<file path="config.mk">
export PLATFORM = sky130hd
export DESIGN_NAME = double_ended_queue_core_flat
export DESIGN_NICKNAME = d
export VERILOG_FILES = /design/src/design/deq_pkg.sv /design/src/design/deq_in_if.sv /design/src/design/deq_out_if.sv /design/src/design/deq_ctrl.sv /design/src/design/deq_dp.sv /design/src/design/double_ended_queue_core.sv /design/src/flat_wrapper.sv
export SDC_FILE = /design/constraint.sdc
export NUM_CORES = 1
export LEC_CHECK = 0
export BUFFER_PORTS_ARGS = -buffer_cell sky130_fd_sc_hd__buf_2
export CAP_MARGIN = 20
export CELL_PAD_IN_SITES_DETAIL_PLACEMENT = 0
export CELL_PAD_IN_SITES_GLOBAL_PLACEMENT = 1
export CORE_UTILIZATION = 48
export DETAILED_ROUTE_END_ITERATION = 10
export MAX_ROUTING_LAYER = met4
export PLACE_DENSITY_LB_ADDON = 0.25
export SETUP_SLACK_MARGIN = 0.02
export SYNTH_ARGS = -nofsm -noshare
export SYNTH_HDL_FRONTEND = slang
export SYNTH_SLANG_ARGS = --single-unit
</file>
<file path="constraint.sdc">
create_clock -name clk -period 4.5 [get_ports clk]
set_clock_uncertainty 0.05 [all_clocks]
set_input_delay 0.675 -clock clk [delete_from_list [all_inputs] [get_ports clk]]
set_output_delay 0.675 -clock clk [all_outputs]
set_load 0.01 [all_outputs]
</file>
<file path="src/design/deq_pkg.sv">
package deq_pkg;

    localparam int DEPTH_DEF     = 16;
    localparam int WORD_BITS_DEF = 32;
    localparam int CNT_W_DEF     = $clog2(DEPTH_DEF + 1);

    typedef enum logic [2:0] {
        OP_PUSH_REAR  = 3'd0,
        OP_PUSH_FRONT = 3'd1,
        OP_POP_FRONT  = 3'd2,
        OP_POP_REAR   = 3'd3,
        OP_CLEAR      = 3'd4
    } deq_op_t;

    typedef enum logic [1:0] {
        ST_DONE  = 2'd0,
        ST_EMPTY = 2'd1,
        ST_FULL  = 2'd2
    } deq_status_t;

    // Commands from the controller to the datapath.
    typedef struct packed {
        logic capture;
        logic exec;
        logic fetch;
    } deq_cmd_t;

    // Status from the datapath to the controller.
    typedef struct packed {
        logic need_fetch;
    } deq_stat_t;

endpackage

</file>
<file path="src/design/deq_in_if.sv">
interface deq_in_if ();

    logic               valid;
    logic               ready;
    logic [2:0]         operation;
    logic signed [31:0] value;

    modport source (output valid, output operation, output value, input ready);
    modport sink   (input valid, input operation, input value, output ready);

endinterface

</file>
<file path="src/design/deq_out_if.sv">
interface deq_out_if
    import deq_pkg::*;
#(
    parameter int CNT_W = CNT_W_DEF
) ();

    logic               valid;
    logic               ready;
    logic signed [31:0] popped_value;
    logic [1:0]         status;
    logic signed [31:0] front_value;
    logic signed [31:0] rear_value;
    logic [CNT_W-1:0]   count;
    logic               is_empty;

    modport source (
        output valid, output popped_value, output status, output front_value,
        output rear_value, output count, output is_empty, input ready
    );
    modport sink (
        input valid, input popped_value, input status, input front_value,
        input rear_value, input count, input is_empty, output ready
    );

endinterface

</file>
<file path="src/design/deq_ctrl.sv">
module deq_ctrl
    import deq_pkg::*;
(
    input  logic      clk,
    input  logic      rst_n,
    input  logic      req_valid,
    output logic      req_ready,
    output logic      rsp_valid,
    input  logic      rsp_ready,
    input  deq_stat_t stat,
    output deq_cmd_t  cmd
);

    typedef enum logic [1:0] {
        S_IDLE,
        S_EXEC,
        S_FETCH
    } state_t;

    state_t state_reg;
    state_t state_next;
    logic   rsp_valid_reg;
    logic   rsp_valid_next;
    logic   load;

    always_comb
    begin
        cmd        = '0;
        load       = 1'b0;
        state_next = state_reg;
        unique case (state_reg)
            S_IDLE:
            begin
                cmd.capture = req_valid;
                if (req_valid)
                begin
                    state_next = S_EXEC;
                end
            end
            S_EXEC:
            begin
                // The operation runs only once the result register is free or is
                // being emptied in this cycle.
                if (!rsp_valid_reg || rsp_ready)
                begin
                    cmd.exec   = 1'b1;
                    load       = !stat.need_fetch;
                    state_next = stat.need_fetch ? S_FETCH : S_IDLE;
                end
            end
            S_FETCH:
            begin
                cmd.fetch  = 1'b1;
                load       = 1'b1;
                state_next = S_IDLE;
            end
            default:
            begin
                state_next = S_IDLE;
            end
        endcase

        if (load)
        begin
            rsp_valid_next = 1'b1;
        end
        else if (rsp_ready)
        begin
            rsp_valid_next = 1'b0;
        end
        else
        begin
            rsp_valid_next = rsp_valid_reg;
        end
    end

    always_ff @(posedge clk or negedge rst_n)
    begin
        if (!rst_n)
        begin
            state_reg     <= S_IDLE;
            rsp_valid_reg <= 1'b0;
        end
        else
        begin
            state_reg     <= state_next;
            rsp_valid_reg <= rsp_valid_next;
        end
    end

    assign req_ready = (state_reg == S_IDLE);
    assign rsp_valid = rsp_valid_reg;

`ifndef SYNTHESIS
    a_fetch_out_free: assert property (@(posedge clk) disable iff (!rst_n)
        (state_reg == S_FETCH) |-> !rsp_valid_reg)
        else $error("result register busy while fetching");

    a_valid_source: assert property (@(posedge clk) disable iff (!rst_n)
        $rose(rsp_valid_reg) |-> ($past(state_reg) != S_IDLE))
        else $error("result raised without an executed operation");

    a_exec_after_capture: assert property (@(posedge clk) disable iff (!rst_n)
        cmd.capture |=> (state_reg == S_EXEC))
        else $error("captured beat not followed by execution");
`endif

endmodule

</file>
<file path="src/design/deq_dp.sv">
module deq_dp
    import deq_pkg::*;
#(
    parameter int DEPTH     = DEPTH_DEF,
    parameter int WORD_BITS = WORD_BITS_DEF,
    parameter int CNT_W     = $clog2(DEPTH + 1)
) (
    input  logic               clk,
    input  logic               rst_n,
    input  deq_cmd_t           cmd,
    output deq_stat_t          stat,
    input  logic [2:0]         operation,
    input  logic signed [31:0] value,
    output logic signed [31:0] popped_value,
    output logic [1:0]         status,
    output logic signed [31:0] front_value,
    output logic signed [31:0] rear_value,
    output logic [CNT_W-1:0]   count,
    output logic               is_empty
);

    localparam int IDX_W = $clog2(DEPTH);

    function automatic logic [IDX_W-1:0] step_up(input logic [IDX_W-1:0] i);
        return (i == IDX_W'(DEPTH - 1)) ? '0 : IDX_W'(i + 1'b1);
    endfunction

    function automatic logic [IDX_W-1:0] step_down(input logic [IDX_W-1:0] i);
        return (i == '0) ? IDX_W'(DEPTH - 1) : IDX_W'(i - 1'b1);
    endfunction

    logic [WORD_BITS-1:0] mem [DEPTH];
    logic [WORD_BITS-1:0] rd_data_reg;

    logic [2:0]           op_reg;
    logic [31:0]          value_reg;
    logic [IDX_W-1:0]     head_reg;
    logic [IDX_W-1:0]     head_next;
    logic [IDX_W-1:0]     tail_reg;
    logic [IDX_W-1:0]     tail_next;
    logic [CNT_W-1:0]     count_reg;
    logic [CNT_W-1:0]     count_next;
    logic [WORD_BITS-1:0] front_reg;
    logic [WORD_BITS-1:0] front_next;
    logic [WORD_BITS-1:0] rear_reg;
    logic [WORD_BITS-1:0] rear_next;
    logic [WORD_BITS-1:0] popped_reg;
    logic [WORD_BITS-1:0] popped_next;
    deq_status_t          status_reg;
    deq_status_t          status_next;

    logic                 mem_we;
    logic [IDX_W-1:0]     wr_addr;
    logic [IDX_W-1:0]     rd_addr;
    logic [63:0]          value_wide;
    logic [WORD_BITS-1:0] word_in;
    logic                 empty;
    logic                 full;
    logic [63:0]          popped_wide;
    logic [63:0]          front_wide;
    logic [63:0]          rear_wide;

    assign value_wide = {32'b0, value_reg};
    assign word_in    = value_wide[WORD_BITS-1:0];
    assign empty      = (count_reg == '0);
    assign full       = (count_reg == CNT_W'(DEPTH));

    // A pop that leaves words behind needs the new end word from memory.
    assign stat.need_fetch = ((op_reg == OP_POP_FRONT) || (op_reg == OP_POP_REAR))
                             && (count_reg > CNT_W'(1));

    // The slot read is the one that becomes the new front or rear after a pop.
    assign rd_addr = (op_reg == OP_POP_REAR) ? step_down(step_down(tail_reg))
                                             : step_up(head_reg);

    always_comb
    begin
        head_next   = head_reg;
        tail_next   = tail_reg;
        count_next  = count_reg;
        front_next  = front_reg;
        rear_next   = rear_reg;
        popped_next = '0;
        status_next = ST_DONE;
        mem_we      = 1'b0;
        wr_addr     = tail_reg;
        unique case (op_reg)
            OP_PUSH_REAR:
            begin
                if (full)
                begin
                    status_next = ST_FULL;
                end
                else
                begin
                    mem_we     = 1'b1;
                    tail_next  = step_up(tail_reg);
                    count_next = count_reg + 1'b1;
                    rear_next  = word_in;
                    if (empty)
                    begin
                        front_next = word_in;
                    end
                end
            end
            OP_PUSH_FRONT:
            begin
                if (full)
                begin
                    status_next = ST_FULL;
                end
                else
                begin
                    mem_we     = 1'b1;
                    wr_addr    = step_down(head_reg);
                    head_next  = step_down(head_reg);
                    count_next = count_reg + 1'b1;
                    front_next = word_in;
                    if (empty)
                    begin
                        rear_next = word_in;
                    end
                end
            end
            OP_POP_FRONT, OP_POP_REAR:
            begin
                if (empty)
                begin
                    status_next = ST_EMPTY;
                end
                else
                begin
                    count_next = count_reg - 1'b1;
                    if (op_reg == OP_POP_FRONT)
                    begin
                        popped_next = front_reg;
                        head_next   = step_up(head_reg);
                    end
                    else
                    begin
                        popped_next = rear_reg;
                        tail_next   = step_down(tail_reg);
                    end
                    // The last word leaving puts both indices back at slot zero.
                    if (count_reg == CNT_W'(1))
                    begin
                        head_next = '0;
                        tail_next = '0;
                    end
                end
            end
            OP_CLEAR:
            begin
                head_next  = '0;
                tail_next  = '0;
                count_next = '0;
            end
            default:
            begin
            end
        endcase
    end

    always_ff @(posedge clk)
    begin
        if (cmd.exec && mem_we)
        begin
            mem[wr_addr] <= word_in;
        end
        rd_data_reg <= mem[rd_addr];
    end

    always_ff @(posedge clk or negedge rst_n)
    begin
        if (!rst_n)
        begin
            head_reg  <= '0;
            tail_reg  <= '0;
            count_reg <= '0;
        end
        else if (cmd.exec)
        begin
            head_reg  <= head_next;
            tail_reg  <= tail_next;
            count_reg <= count_next;
        end
    end

    always_ff @(posedge clk)
    begin
        if (cmd.capture)
        begin
            op_reg    <= operation;
            value_reg <= value;
        end
        if (cmd.exec)
        begin
            front_reg  <= front_next;
            rear_reg   <= rear_next;
            popped_reg <= popped_next;
            status_reg <= status_next;
        end
        else if (cmd.fetch)
        begin
            if (op_reg == OP_POP_FRONT)
            begin
                front_reg <= rd_data_reg;
            end
            else
            begin
                rear_reg <= rd_data_reg;
            end
        end
    end

    // The result fields come from state that only changes once the result is taken.
    assign popped_wide  = 64'(popped_reg);
    assign front_wide   = empty ? 64'd0 : 64'(front_reg);
    assign rear_wide    = empty ? 64'd0 : 64'(rear_reg);
    assign popped_value = popped_wide[31:0];
    assign front_value  = front_wide[31:0];
    assign rear_value   = rear_wide[31:0];
    assign status       = status_reg;
    assign count        = count_reg;
    assign is_empty     = empty;

`ifndef SYNTHESIS
    a_count_bound: assert property (@(posedge clk) disable iff (!rst_n)
        count_reg <= CNT_W'(DEPTH))
        else $error("fill count above depth");

    a_empty_indices: assert property (@(posedge clk) disable iff (!rst_n)
        (count_reg == '0) |-> ((head_reg == '0) && (tail_reg == '0)))
        else $error("empty queue with indices away from slot zero");

    a_fetch_follows_exec: assert property (@(posedge clk) disable iff (!rst_n)
        cmd.fetch |-> $past(cmd.exec))
        else $error("fetch without a preceding pop");

    a_fetch_only_pop: assert property (@(posedge clk) disable iff (!rst_n)
        (cmd.exec && stat.need_fetch) |=> (count_reg != '0))
        else $error("fetch requested for an emptied queue");
`endif

endmodule

</file>
<file path="src/design/double_ended_queue_core.sv">
// Channel  Dir  Fields
// req      in   operation[2:0], value[31:0]
// rsp      out  popped_value, status, front_value, rear_value, count[CNT_W-1:0], is_empty
//
// A beat on req is taken whenever the block is idle, even while a result waits on rsp.
// A req beat is captured, then executed once the result register is free or being emptied,
// and its result is registered onto rsp; a pop that leaves words behind also passes through
// a fetch state, which loads the registered read of the new front or rear word from the slot memory.
// A new beat on req is therefore taken only once the last one is through, fetch state included.
// A stalled rsp holds the next item in its capture register until the result is taken.
// Reset empties the queue at once; slot contents are not cleared.
module double_ended_queue_core
    import deq_pkg::*;
#(
    parameter int DEPTH     = DEPTH_DEF,
    parameter int WORD_BITS = WORD_BITS_DEF
) (
    input logic       clk,
    input logic       rst_n,
    deq_in_if.sink    req,
    deq_out_if.source rsp
);

    localparam int CNT_W = $clog2(DEPTH + 1);

    deq_cmd_t  cmd;
    deq_stat_t stat;

    deq_ctrl u_ctrl (
        .clk       (clk),
        .rst_n     (rst_n),
        .req_valid (req.valid),
        .req_ready (req.ready),
        .rsp_valid (rsp.valid),
        .rsp_ready (rsp.ready),
        .stat      (stat),
        .cmd       (cmd)
    );

    deq_dp #(
        .DEPTH     (DEPTH),
        .WORD_BITS (WORD_BITS),
        .CNT_W     (CNT_W)
    ) u_dp (
        .clk          (clk),
        .rst_n        (rst_n),
        .cmd          (cmd),
        .stat         (stat),
        .operation    (req.operation),
        .value        (req.value),
        .popped_value (rsp.popped_value),
        .status       (rsp.status),
        .front_value  (rsp.front_value),
        .rear_value   (rsp.rear_value),
        .count        (rsp.count),
        .is_empty     (rsp.is_empty)
    );

endmodule

</file>
<file path="src/flat_wrapper.sv">
// flat-port wrapper written by rule: the top's interface ports become plain ports
module double_ended_queue_core_flat import deq_pkg::*;
#(
    parameter int DEPTH     = DEPTH_DEF,
    parameter int WORD_BITS = WORD_BITS_DEF
)
  (clk, rst_n, req_valid, req_operation, req_value, req_ready, rsp_valid, rsp_popped_value, rsp_status, rsp_front_value, rsp_rear_value, rsp_count, rsp_is_empty, rsp_ready);
  deq_in_if req_i ();
  deq_out_if rsp_i ();
  input logic clk;
  input logic rst_n;
  input wire logic [$bits(req_i.valid)-1:0] req_valid;
  input wire logic [$bits(req_i.operation)-1:0] req_operation;
  input wire logic [$bits(req_i.value)-1:0] req_value;
  output wire logic [$bits(req_i.ready)-1:0] req_ready;
  output wire logic [$bits(rsp_i.valid)-1:0] rsp_valid;
  output wire logic [$bits(rsp_i.popped_value)-1:0] rsp_popped_value;
  output wire logic [$bits(rsp_i.status)-1:0] rsp_status;
  output wire logic [$bits(rsp_i.front_value)-1:0] rsp_front_value;
  output wire logic [$bits(rsp_i.rear_value)-1:0] rsp_rear_value;
  output wire logic [$bits(rsp_i.count)-1:0] rsp_count;
  output wire logic [$bits(rsp_i.is_empty)-1:0] rsp_is_empty;
  input wire logic [$bits(rsp_i.ready)-1:0] rsp_ready;
  assign req_i.valid = req_valid;
  assign req_i.operation = req_operation;
  assign req_i.value = req_value;
  assign req_ready = req_i.ready;
  assign rsp_valid = rsp_i.valid;
  assign rsp_popped_value = rsp_i.popped_value;
  assign rsp_status = rsp_i.status;
  assign rsp_front_value = rsp_i.front_value;
  assign rsp_rear_value = rsp_i.rear_value;
  assign rsp_count = rsp_i.count;
  assign rsp_is_empty = rsp_i.is_empty;
  assign rsp_i.ready = rsp_ready;
  double_ended_queue_core #(.DEPTH(DEPTH), .WORD_BITS(WORD_BITS)) u_core (.clk(clk), .rst_n(rst_n), .req(req_i), .rsp(rsp_i));
endmodule
</file>
* Word-level counts from Yosys, hierarchy flattened
Memory sizes are Yosys's and may differ from the RTL's. A register that Yosys moved wholly into a read port is not among the register bits.
Cells that the tools add are included.
** Cells by class
- Add/subtract/negate cells :: 7
- Order comparisons :: 1
- Equal/unequal tests :: 24
- Multiplexer cells :: 54
- Bitwise gates (word level) :: 1
- Reductions and logical operators :: 27
** Operator list (number)
- $mux 32 :: 12
- $pmux 32 s2 :: 2
- $mux 4 :: 16
- $pmux 4 s3 :: 2
- $ne 3x3->1 const B :: 6
- $pmux 5 s3 :: 1
- $ne 2x2->1 const B :: 7
- $logic_not 4->1 :: 3
- $mux 1 :: 12
- $reduce_and 6->1 :: 2
- $sub 4x1->4 const B :: 3
- $mux 5 :: 2
- $reduce_and 5->1 :: 2
- $reduce_bool 3->1 :: 3
- $add 4x1->4 const B :: 2
- $eq 4x4->1 const B :: 2
- $mux 2 :: 4
- $pmux 2 s2 :: 2
- $eq 3x2->1 const B :: 2
- $reduce_bool 2->1 :: 3
- $reduce_or 2->1 :: 3
- $add 5x1->5 const B :: 1
- $eq 5x1->1 const B :: 1
- $eq 5x5->1 const B :: 1
- 17 further kinds :: 20
** Storage, ports and cells
- Register bits :: 149
- Memory bits (writable) :: 512
- Input port bits :: 39
- Output and inout port bits :: 106
- Memories kept :: 1
** Memories
- u_core.u_dp.mem :: depth 16, bits a word 32, read ports 1, clocked after memory_dff 1, wr ports 1, line deq_dp.sv:32 : logic [WORD_BITS-1:0] mem [DEPTH];

* Logic depth before layout (Yosys ltp)
Gate-level depths: netlist of the first run.
- Word-level depth :: 7
- Gate-level depth with buffers :: 11

* Hierarchy
Synthesis of the first run repeated with hierarchy kept, for this count alone.
** Unflattened totals
- Cell total of the unflattened synthesis :: 1864
- Area, all modules :: 27795.4 µm²
** By module, submodules not included
- deq_dp :: times used 1, cells an instance 1844, area an instance 27576.4 µm², sequential area each 20334.5 µm²
- deq_ctrl :: times used 1, cells an instance 20, area an instance 219.0 µm², sequential area each 75.1 µm²

* Worst setup path before layout of the first run
No wires, ideal clock.
- Kind :: input to register
- From :: input rsp_ready
- To :: register u_core.u_dp.front_reg[0] (enable)
- Library setup time :: 0.474 ns
- Arrival :: 3.845 ns
- Required time :: 3.976 ns
- Path slack :: 0.130 ns
- Stages on the path :: 5
- Buffers on the path :: 0
- Path through :: nand2b_1 -> nand2_1 -> clkinv_1 -> and3_1 -> a221oi_1
** Between the ends
- Longest elaborated chain between the ends :: 5
** RTL lines
- start, declared :: line flat_wrapper.sv:23 : input wire logic [$bits(rsp_i.ready)-1:0] rsp_ready;
- $logic_or 1x1->1 * :: line deq_ctrl.sv:44 : if (!rsp_valid_reg || rsp_ready)
- $mux 1 * :: line deq_ctrl.sv:44
- $mux 1 * :: line deq_ctrl.sv:31 : unique case (state_reg)
- $ne 3x1->1 (no line), or another cell as far along
- $reduce_and 6->1 (no line) *
- end signal, assigned :: line deq_dp.sv:198 : front_reg <= front_next;
- end signal, assigned :: line deq_dp.sv:207 : front_reg <= rd_data_reg;
- end, declared :: line deq_dp.sv:43 : logic [WORD_BITS-1:0] front_reg;
Every way passes the cells marked *; elsewhere a longest branch is shown, timed or not.
A chain may end at the register's enable or synchronous reset.

* Worst setup path after layout of the first run
- From :: register u_core.u_dp.tail_reg[0]
- To :: register u_core.u_dp.rd_data_reg[12] (read register of u_core.u_dp.mem)
** Between the ends
- Longest elaborated chain between the ends :: 5
** RTL lines
- start, declared :: line deq_dp.sv:39 : logic [IDX_W-1:0] tail_reg;
- start signal, assigned :: line deq_dp.sv:184 : tail_reg <= tail_next;
- $sub 4x1->4 / $logic_not 4->1 (equally long branches) :: line deq_dp.sv:29 : return (i == '0) ? IDX_W'(DEPTH - 1) : IDX_W'(i - 1'b1);
- $mux 4 * :: line deq_dp.sv:29
- $sub 4x1->4 / $logic_not 4->1 (equally long branches) :: line deq_dp.sv:29
- $mux 4 * :: line deq_dp.sv:29
- $mux 4 * :: line deq_dp.sv:73 : assign rd_addr = (op_reg == OP_POP_REAR) ? step_down(step_down(tail_reg))
- end, declared :: line deq_dp.sv:33 : logic [WORD_BITS-1:0] rd_data_reg;
Marked as above.

==> results of run 1 <==
per-stage QoR:
| step | instance area [µm²] | setup WS [ns] |
|---|---|---|
| after floorplan | 27800 | 0.130 |
| after CTS | 31800 | 0.835 |
| after global placement | 29500 | 0.916 |
| after detailed placement | 29500 | 0.889 |
| after global routing | 31800 | 0.674 |
| final | 31800 | 0.890 |
per-layer routing:
| metal | part of all wire, % | GRT usage, % | vias up |
|---|---|---|---|
| met2 | 48 | 32.5 | 404 |
| met4 | 1.5 | 5.27 | 0 |
| li1 | - | - | 6219 |
| met5 | 0 | - | - |
| met1 | 45 | 28.1 | 7046 |
| met3 | 5.6 | 3.66 | 73 |
area by class of cell:
type,count,area (µm²),area share [%]
Antenna cell,1,2.50,0.00786
Clock buffer,110,2090,6.56
Clock inverter,21,166,0.523
Inverter,16,60.1,0.189
Multi-Input combinational cell,684,6870,21.6
Sequential cell,693,20400,64.1
Tap cell,756,946,2.97
Timing Repair Buffer,185,1280,4.03
worst max-delay path: stages, from the launching register on:
cell and delay, ns:
sky130_fd_sc_hd__dfrtp_1 0.54, sky130_fd_sc_hd__inv_1 0.21, sky130_fd_sc_hd__ha_1 0.21, sky130_fd_sc_hd__or3b_4 0.41
sky130_fd_sc_hd__and3_4 0.20, sky130_fd_sc_hd__o31ai_4 0.57, sky130_fd_sc_hd__buf_12 0.35, sky130_fd_sc_hd__mux4_1 0.61
sky130_fd_sc_hd__mux2i_1 0.19, sky130_fd_sc_hd__mux2i_1 0.10
Yosys cell counts (all sizes together), types with 9 or more instances:
master    n  area share [%]
nand2   193             2.6
mux4    128              12
buf      31             1.3
dfxtp    32             2.3
mux2i    99             3.6
clkbuf   32            0.43
nor2     32            0.43
o21ai    22            0.40
nand2b    9            0.20
ha       14            0.63
dfrtp    16             1.4
edfxtp  645              70
and2     66             1.5
a21oi    58             1.1
inv      15            0.20
worst paths after layout:
kind                                                       end  slack [ns]  depth (start not counted)
max                        u_core.u_dp.rd_data_reg[12]$_DFF_P_        0.89                          9
min                         u_core.u_dp.value_reg[5]$_DFFE_PP_        0.19                          1
max reg2reg                u_core.u_dp.rd_data_reg[12]$_DFF_P_        0.89                          9
min reg2reg                u_core.u_dp.front_reg[23]$_DFFE_PP_        0.48                          2
max in group asynchronous  u_core.u_dp.head_reg[0]$_DFFE_PN0P_        3.60                          2
min in group asynchronous     u_core.u_dp.count[0]$_DFFE_PN0P_        0.50                          2
power groups by stage:
stage | registers [µW] | clock network (µW) | logic, µW
after floorplan | 8730 | 0 | 5590
after global placement | 8840 | 0 | 6990
after detailed placement | 8870 | 0 | 7090
after CTS | 8740 | 5790 | 7110
after global routing | 8830 | 6020 | 7560
final | 8740 | 5650 | 7020
cells by family after synthesis:
logic type | after synthesis | share of synthesized area [%]
compound gates | 114 | 2.52
xor+xnor | 2 | 0.0629
fa+ha+maj | 14 | 0.629
buf+inv | 90 | 2.67
flops | 693 | 73.3
mux | 229 | 15.4
simple gates | 325 | 5.39
layout by cell type (no fill, tap or decap), types with 17 or more instances in the layout:
cell                        instances
sky130_fd_sc_hd__edfxtp_1         645
sky130_fd_sc_hd__nand2_1          192
sky130_fd_sc_hd__buf_2            144
sky130_fd_sc_hd__mux4_1           105
sky130_fd_sc_hd__mux2i_1           99
sky130_fd_sc_hd__clkbuf_16         75
sky130_fd_sc_hd__and2_1            65
sky130_fd_sc_hd__a21oi_1           56
sky130_fd_sc_hd__dfxtp_1           32
sky130_fd_sc_hd__clkbuf_1          27
sky130_fd_sc_hd__mux4_2            23
sky130_fd_sc_hd__buf_4             20
sky130_fd_sc_hd__buf_12            18
sky130_fd_sc_hd__o21ai_0           17
==> results.py, run 1 <==
metrics = {
    "clocking": {
        "clk-insertion-delay-late_ns": 0.60,
        "clkSinkCount": 693,
        "post-cts-setup-buffers": 0,
        "path_clk_slew_ns": 0.06,
        "clock-root-buffer": "sky130_fd_sc_hd__clkbuf_16",
        "max-clock-path-buffers": 3,
        "cts_tree": "yes",
        "htree_num_levels": 3,
        "post_cts_resize_count": 0,
        "ctsHoldBuffers": 1,
        "cts_inserted_buffers": 72,
    },
    "setup_path": {
        "worstReg2RegStart": "u_core.u_dp.tail_reg[0]$_DFFE_PN0P_",
        "cp_max_fo": 41,
        "critical_path_class": "reg -> reg",
        "timing.critical_path.to_type": "flip-flop",
        "timing.critical_path.from": "u_core.u_dp.tail_reg[0]$_DFFE_PN0P_",
        "worst_setup_path_start_kind": "flip-flop",
        "timing.critical_path.arrival_ns": 4.01,
        "cp.required_ns": 4.90,
    },
    "logic_synthesis": {
        "yosysSeqAreaShare_pct": 73.3,
        "async_s_r_ff_share_synth_pct": 2.31,
        "netlist_area_um2": 27800,
        "yosys_warnings": 0,
        "syn_avg_cell_area_um2": 19.0,
        "ff_latch_count_synth": 693,
        "synth-edff-count": 645,
        "synthCells": 1467,
        "synth.net_count": 1520,
        "yosysUniqueCellTypes": 66,
        "ys.flop_type": "sky130_fd_sc_hd__edfxtp_1",
    },
    "timing": {
        "finalHoldViolations": 0,
        "timing.fmax_mhz": 277,
        "final_setup_vio_count": 0,
        "fin_tns_setup_ns": 0,
        "hold_slack_ns": 0.195,
        "final_min_period_over_clock_period_pct": 80.2,
        "tightest_slew_ns": 1.04,
        "timing.final.crit_period_ns": 3.61,
        "rsz0062_at_grt": "false",
        "worst_slew_margin_rel_pct": 30.4,
        "report.final.slew_viol_count": 0,
    },
    "floorplan": {
        "dieHeight_um": 243,
        "die-width_um": 243,
        "pin_count": 145,
        "initial_core_util_pct": 49.0,
        "die-area_um2": 59000,
        "std_cell_rows": 87,
        "core-area_um2": 56800,
    },
    "layout": {
        "final_cells": 2466,
        "finalCoreUtilization_pct": 56.0,
        "largest-register": "u_core.u_dp.mem",
        "area_delta_synth_final_pct": 14.3,
        "filler_cells": 4336,
        "largest_register_ff_count": 512,
        "layout-drive-gt1-share_pct": 19.8,
        "num-nets-final": 1705,
    },
    "drt": {
        "dr_total_vias": 13700,
        "number_of_optimization_iterations_in_the_first_detailed_route_pass": 5,
        "final_antenna_net_count": 0,
        "post-route-drc-count": 0,
        "routed_wire_length_per_instance_um": 23.8,
        "post_drt_via_cell_ratio": 5.57,
        "initialDrtViolationCount": 982,
        "routed_wl_um": 58800,
    },
    "place": {
        "numPlacedInstances": 2332,
        "io_buffer_count": 144,
        "gp_routability_congestion": 0.791,
        "place.detailed.hpwl_um": 34100,
    },
    "global_route": {
        "globalRouteOverflowTotal": 0,
        "grt_pass1_vias": 13800,
        "antenna_found_initial": 1,
        "grt_start_max_net_pins": 129,
        "grt_first_pass_wirelength_um": 87200,
        "track_usage_pct": 20.7,
    },
    "power_and_ir_drop": {
        "p_seq_share_pct": 40.8,
        "power_density_nw_per_um2": 673,
        "comb_power_share_pct": 32.8,
        "power.internal_uw": 14700,
        "vdd_ir_drop_max_mv": 0.487,
        "pwr-share-clk_pct": 26.4,
        "swShare_pct": 31.5,
        "p_leak_uw": 0.0113,
        "power_uw": 21400,
        "p_switching_uw": 6750,
    },
    "hold_path": {
        "timing.hold.worst.class": "in -> reg",
        "min-delay-start": "req_value[5]",
    },
    "run": {
        "drv.max_cap_violation_count": 0,
    },
    "status": {
        "outcome": "complete, no violations",
    },
}
(Power assumes the default switching activity.)
==> run 2: changes to the inputs <==
- ABC_AREA: not set -> 1
- CORE_UTILIZATION: 48 -> 49
- clock period: 4.5 -> 3.7 ns (I/O delays scaled with it)
==> results.py, run 2 <==
metrics = {
    "status": {
        "outcome": "complete, no violations",
    },
    "setup_path": {
        "r2r_cells": 10,
        "worstReg2RegStart": "u_core.u_dp.head_reg[0]$_DFFE_PN0P_",
        "crit_family": "compound AO/OA/AOI/OAI gates",
        "timing.critical_path.to_type": "flip-flop",
        "critical_path.slowest_cell": "sky130_fd_sc_hd__o21ai_0",
        "crit_chain": "inv_1, ha_1, nand2_1, o21ai_0, o21ai_0, inv_1, nand3_1, buf_4, nor2_4, buf_12",
        "critical_path_class": "reg -> reg",
        "r2r_end": "u_core.u_dp.mem[7][23]$_DFFE_PP_",
        "ff2ff_setup_slack_ns": 0.63,
        "worst_setup_path_start_kind": "flip-flop",
        "max_stage_delay_ns": 0.50,
        "timing.critical_path.arrival_ns": 3.32,
        "cp.required_ns": 3.95,
        "worst-path-buf-inv": 4,
        "cp_max_fo": 20,
    },
    "place": {
        "numPlacedInstances": 3488,
        "place.detailed.hpwl_um": 44400,
        "gp_routability_congestion": 0.875,
        "io_buffer_count": 144,
    },
    "clocking": {
        "htree_num_levels": 3,
        "path_clk_slew_ns": 0.06,
        "post_cts_resize_count": 0,
        "post-cts-setup-buffers": 0,
        "cts_tree": "yes",
        "cts_inserted_buffers": 74,
        "clock-root-buffer": "sky130_fd_sc_hd__clkbuf_16",
        "clk-insertion-delay-late_ns": 0.61,
        "ctsHoldBuffers": 1,
        "clkSinkCount": 693,
        "max-clock-path-buffers": 3,
    },
    "floorplan": {
        "die-area_um2": 59500,
        "initial_core_util_pct": 49.6,
        "core-area_um2": 57800,
        "std_cell_rows": 88,
        "dieHeight_um": 244,
        "pin_count": 145,
        "die-width_um": 244,
    },
    "power_and_ir_drop": {
        "power_density_nw_per_um2": 884,
        "p_leak_uw": 0.0135,
        "vdd_ir_drop_max_mv": 1.14,
    },
    "timing": {
        "timing.fmax_mhz": 326,
        "fin_tns_setup_ns": 0,
        "final_min_period_over_clock_period_pct": 82.9,
        "worst_slew_margin_rel_pct": 27.9,
        "tightest_slew_ns": 1.08,
        "report.final.slew_viol_count": 0,
        "finalHoldViolations": 0,
        "timing.final.crit_period_ns": 3.07,
        "rsz0062_at_grt": "false",
        "final_setup_vio_count": 0,
    },
    "hold_path": {
        "hold_path_depth": 1,
        "min-delay-start": "req_value[2]",
        "whs_endpoint": "u_core.u_dp.value_reg[2]$_DFFE_PP_",
        "timing.hold.worst.class": "in -> reg",
    },
    "drt": {
        "final_antenna_net_count": 0,
        "number_of_optimization_iterations_in_the_first_detailed_route_pass": 5,
        "post-route-drc-count": 0,
        "dr_total_vias": 19300,
        "initialDrtViolationCount": 1737,
        "post_drt_via_cell_ratio": 5.32,
        "routed_wl_um": 73200,
        "routed_wire_length_per_instance_um": 20.2,
    },
    "global_route": {
        "grt_first_pass_wirelength_um": 111000,
        "globalRouteOverflowTotal": 0,
        "track_usage_pct": 25.5,
        "antenna_found_initial": 0,
        "grt_pass1_vias": 18600,
        "grt_start_max_net_pins": 129,
    },
    "logic_synthesis": {
        "yosysUniqueCellTypes": 38,
        "synth-edff-count": 645,
        "synthDominantCellAreaShare_pct": 67.6,
        "synthCells": 2655,
        "netlist_area_um2": 28700,
        "synth.net_count": 2708,
        "netlist_top_cells_area": "sky130_fd_sc_hd__edfxtp_1, sky130_fd_sc_hd__nand2_1, sky130_fd_sc_hd__nand3_1",
        "yosysMostFrequentCell": "sky130_fd_sc_hd__nand2_1",
        "syn_avg_cell_area_um2": 10.8,
        "ys.flop_type": "sky130_fd_sc_hd__edfxtp_1",
        "yosysSeqAreaShare_pct": 71.2,
        "ff_latch_count_synth": 693,
        "yosys_warnings": 0,
        "synthTopCellsByCount": "sky130_fd_sc_hd__nand2_1, sky130_fd_sc_hd__edfxtp_1, sky130_fd_sc_hd__nand3_1",
        "async_s_r_ff_share_synth_pct": 2.31,
        "synthDominantAreaCellType": "sky130_fd_sc_hd__edfxtp_1",
    },
    "layout": {
        "most-common-layout-cells": "sky130_fd_sc_hd__nand2_1, sky130_fd_sc_hd__edfxtp_1, sky130_fd_sc_hd__nand3_1",
        "num-nets-final": 2854,
        "register_cell_area_after_layout_um2": 20400,
        "largest-register": "u_core.u_dp.mem",
        "final_cells": 3624,
        "largest_register_ff_count": 512,
        "mostFrequentLayoutCell": "sky130_fd_sc_hd__nand2_1",
        "insertedDiodeCount": 0,
        "area_delta_synth_final_pct": 14.8,
        "layout-drive-gt1-share_pct": 12.0,
        "multi_input_area_um2": 7340,
        "filler_cells": 4898,
    },
    "run": {
        "drv.max_cap_violation_count": 0,
    },
}
-- run 2: changes by cell type after synthesis, sizes merged, moves of 4 or more --
cell	delta
a21oi	-18
a22o	-4
and2	-66
buf	+65
bufbuf	-6
inv	+98
mux2i	-99
mux4	-128
nand2	+1118
nand2b	-9
nand3	+246
nor2	+17
o21ai	+8
-- run 2: worst reg2reg max path, delay by kind of cell, from the launching register on --
kind	cells	cell delay (ns)
AO/OA/AOI/OAI	2	0.79
buffers and inverters	4	0.74
AND/OR/NAND/NOR	3	0.57
flip-flops	1	0.39
adder cells (fa/ha/maj)	1	0.22
-- run 2: kinds of logic (layout without fill, tap and decap cells) --
kind of cell,Yosys count,in the layout,share of synthesized area [%]
XOR/XNOR,3,3,0.0917
AND/OR/NAND/NOR,1619,1619,22.6
flip-flops,693,693,71.2
AO/OA/AOI/OAI,85,85,1.64
buffers and inverters,241,445,3.90
adder cells (fa/ha/maj),14,14,0.611
-- run 2: layer usage --
metal  wire [µm]  global-route usage, %
met1       32900                   36.0
met2       33700                   38.9
met3        5050                   3.56
met5           0                      -
met4        1520                   7.08
-- run 2: stage by stage --
stage	power [µW]	utilization [%]	instance area [µm²]	hold WS (ns)	worst slack (ns)
5_1_grt	30800	56.9	32900	0.0480	0.421
6_report	29100	56.9	32900	0.0748	0.634
3_3_place_gp	21900	52.8	30500	0.447	0.698
2_1_floorplan	18000	-	28700	0.209	0.282
3_5_place_dp	22000	52.8	30500	0.455	0.650
4_1_cts	29200	56.9	32900	0.0466	0.615
-- run 2: worst max path at each step --
stage,start,endpoint,slack (ns),cells past startpoint
finish,u_core.u_dp.head_reg[0]$_DFFE_PN0P_,u_core.u_dp.mem[7][23]$_DFFE_PP_,0.63,10
global route,u_core.u_dp.count[0]$_DFFE_PN0P_,rsp_front_value[0],0.42,7
CTS,u_core.u_dp.count[0]$_DFFE_PN0P_,rsp_front_value[23],0.61,7
detailed placement,u_core.u_dp.count[0]$_DFFE_PN0P_,u_core.u_dp.mem[12][13]$_DFFE_PP_,0.65,10
global placement,u_core.u_dp.count[0]$_DFFE_PN0P_,u_core.u_dp.mem[12][10]$_DFFE_PP_,0.70,10
floorplan,u_core.u_dp.count[0]$_DFFE_PN0P_,u_core.u_dp.mem[10][0]$_DFFE_PP_,0.28,8
-- run 2: layout make-up --
cell class                 count  area share (%)
sequential                   693            62.0
tap                          765            2.91
inverter                     114            1.30
clock inverter                24           0.517
clock buffer                 110            6.60
multi-input combinational   1721            22.3
timing repair buffer         197            4.34
-- run 2: report_power, final --
part           internal, µW  leakage, µW  total (µW)  switching, µW
sequential            10100      0.00633       10900            866
clock                  4200      0.00114        7140           2940
combinational          3100      0.00603       11000           7900
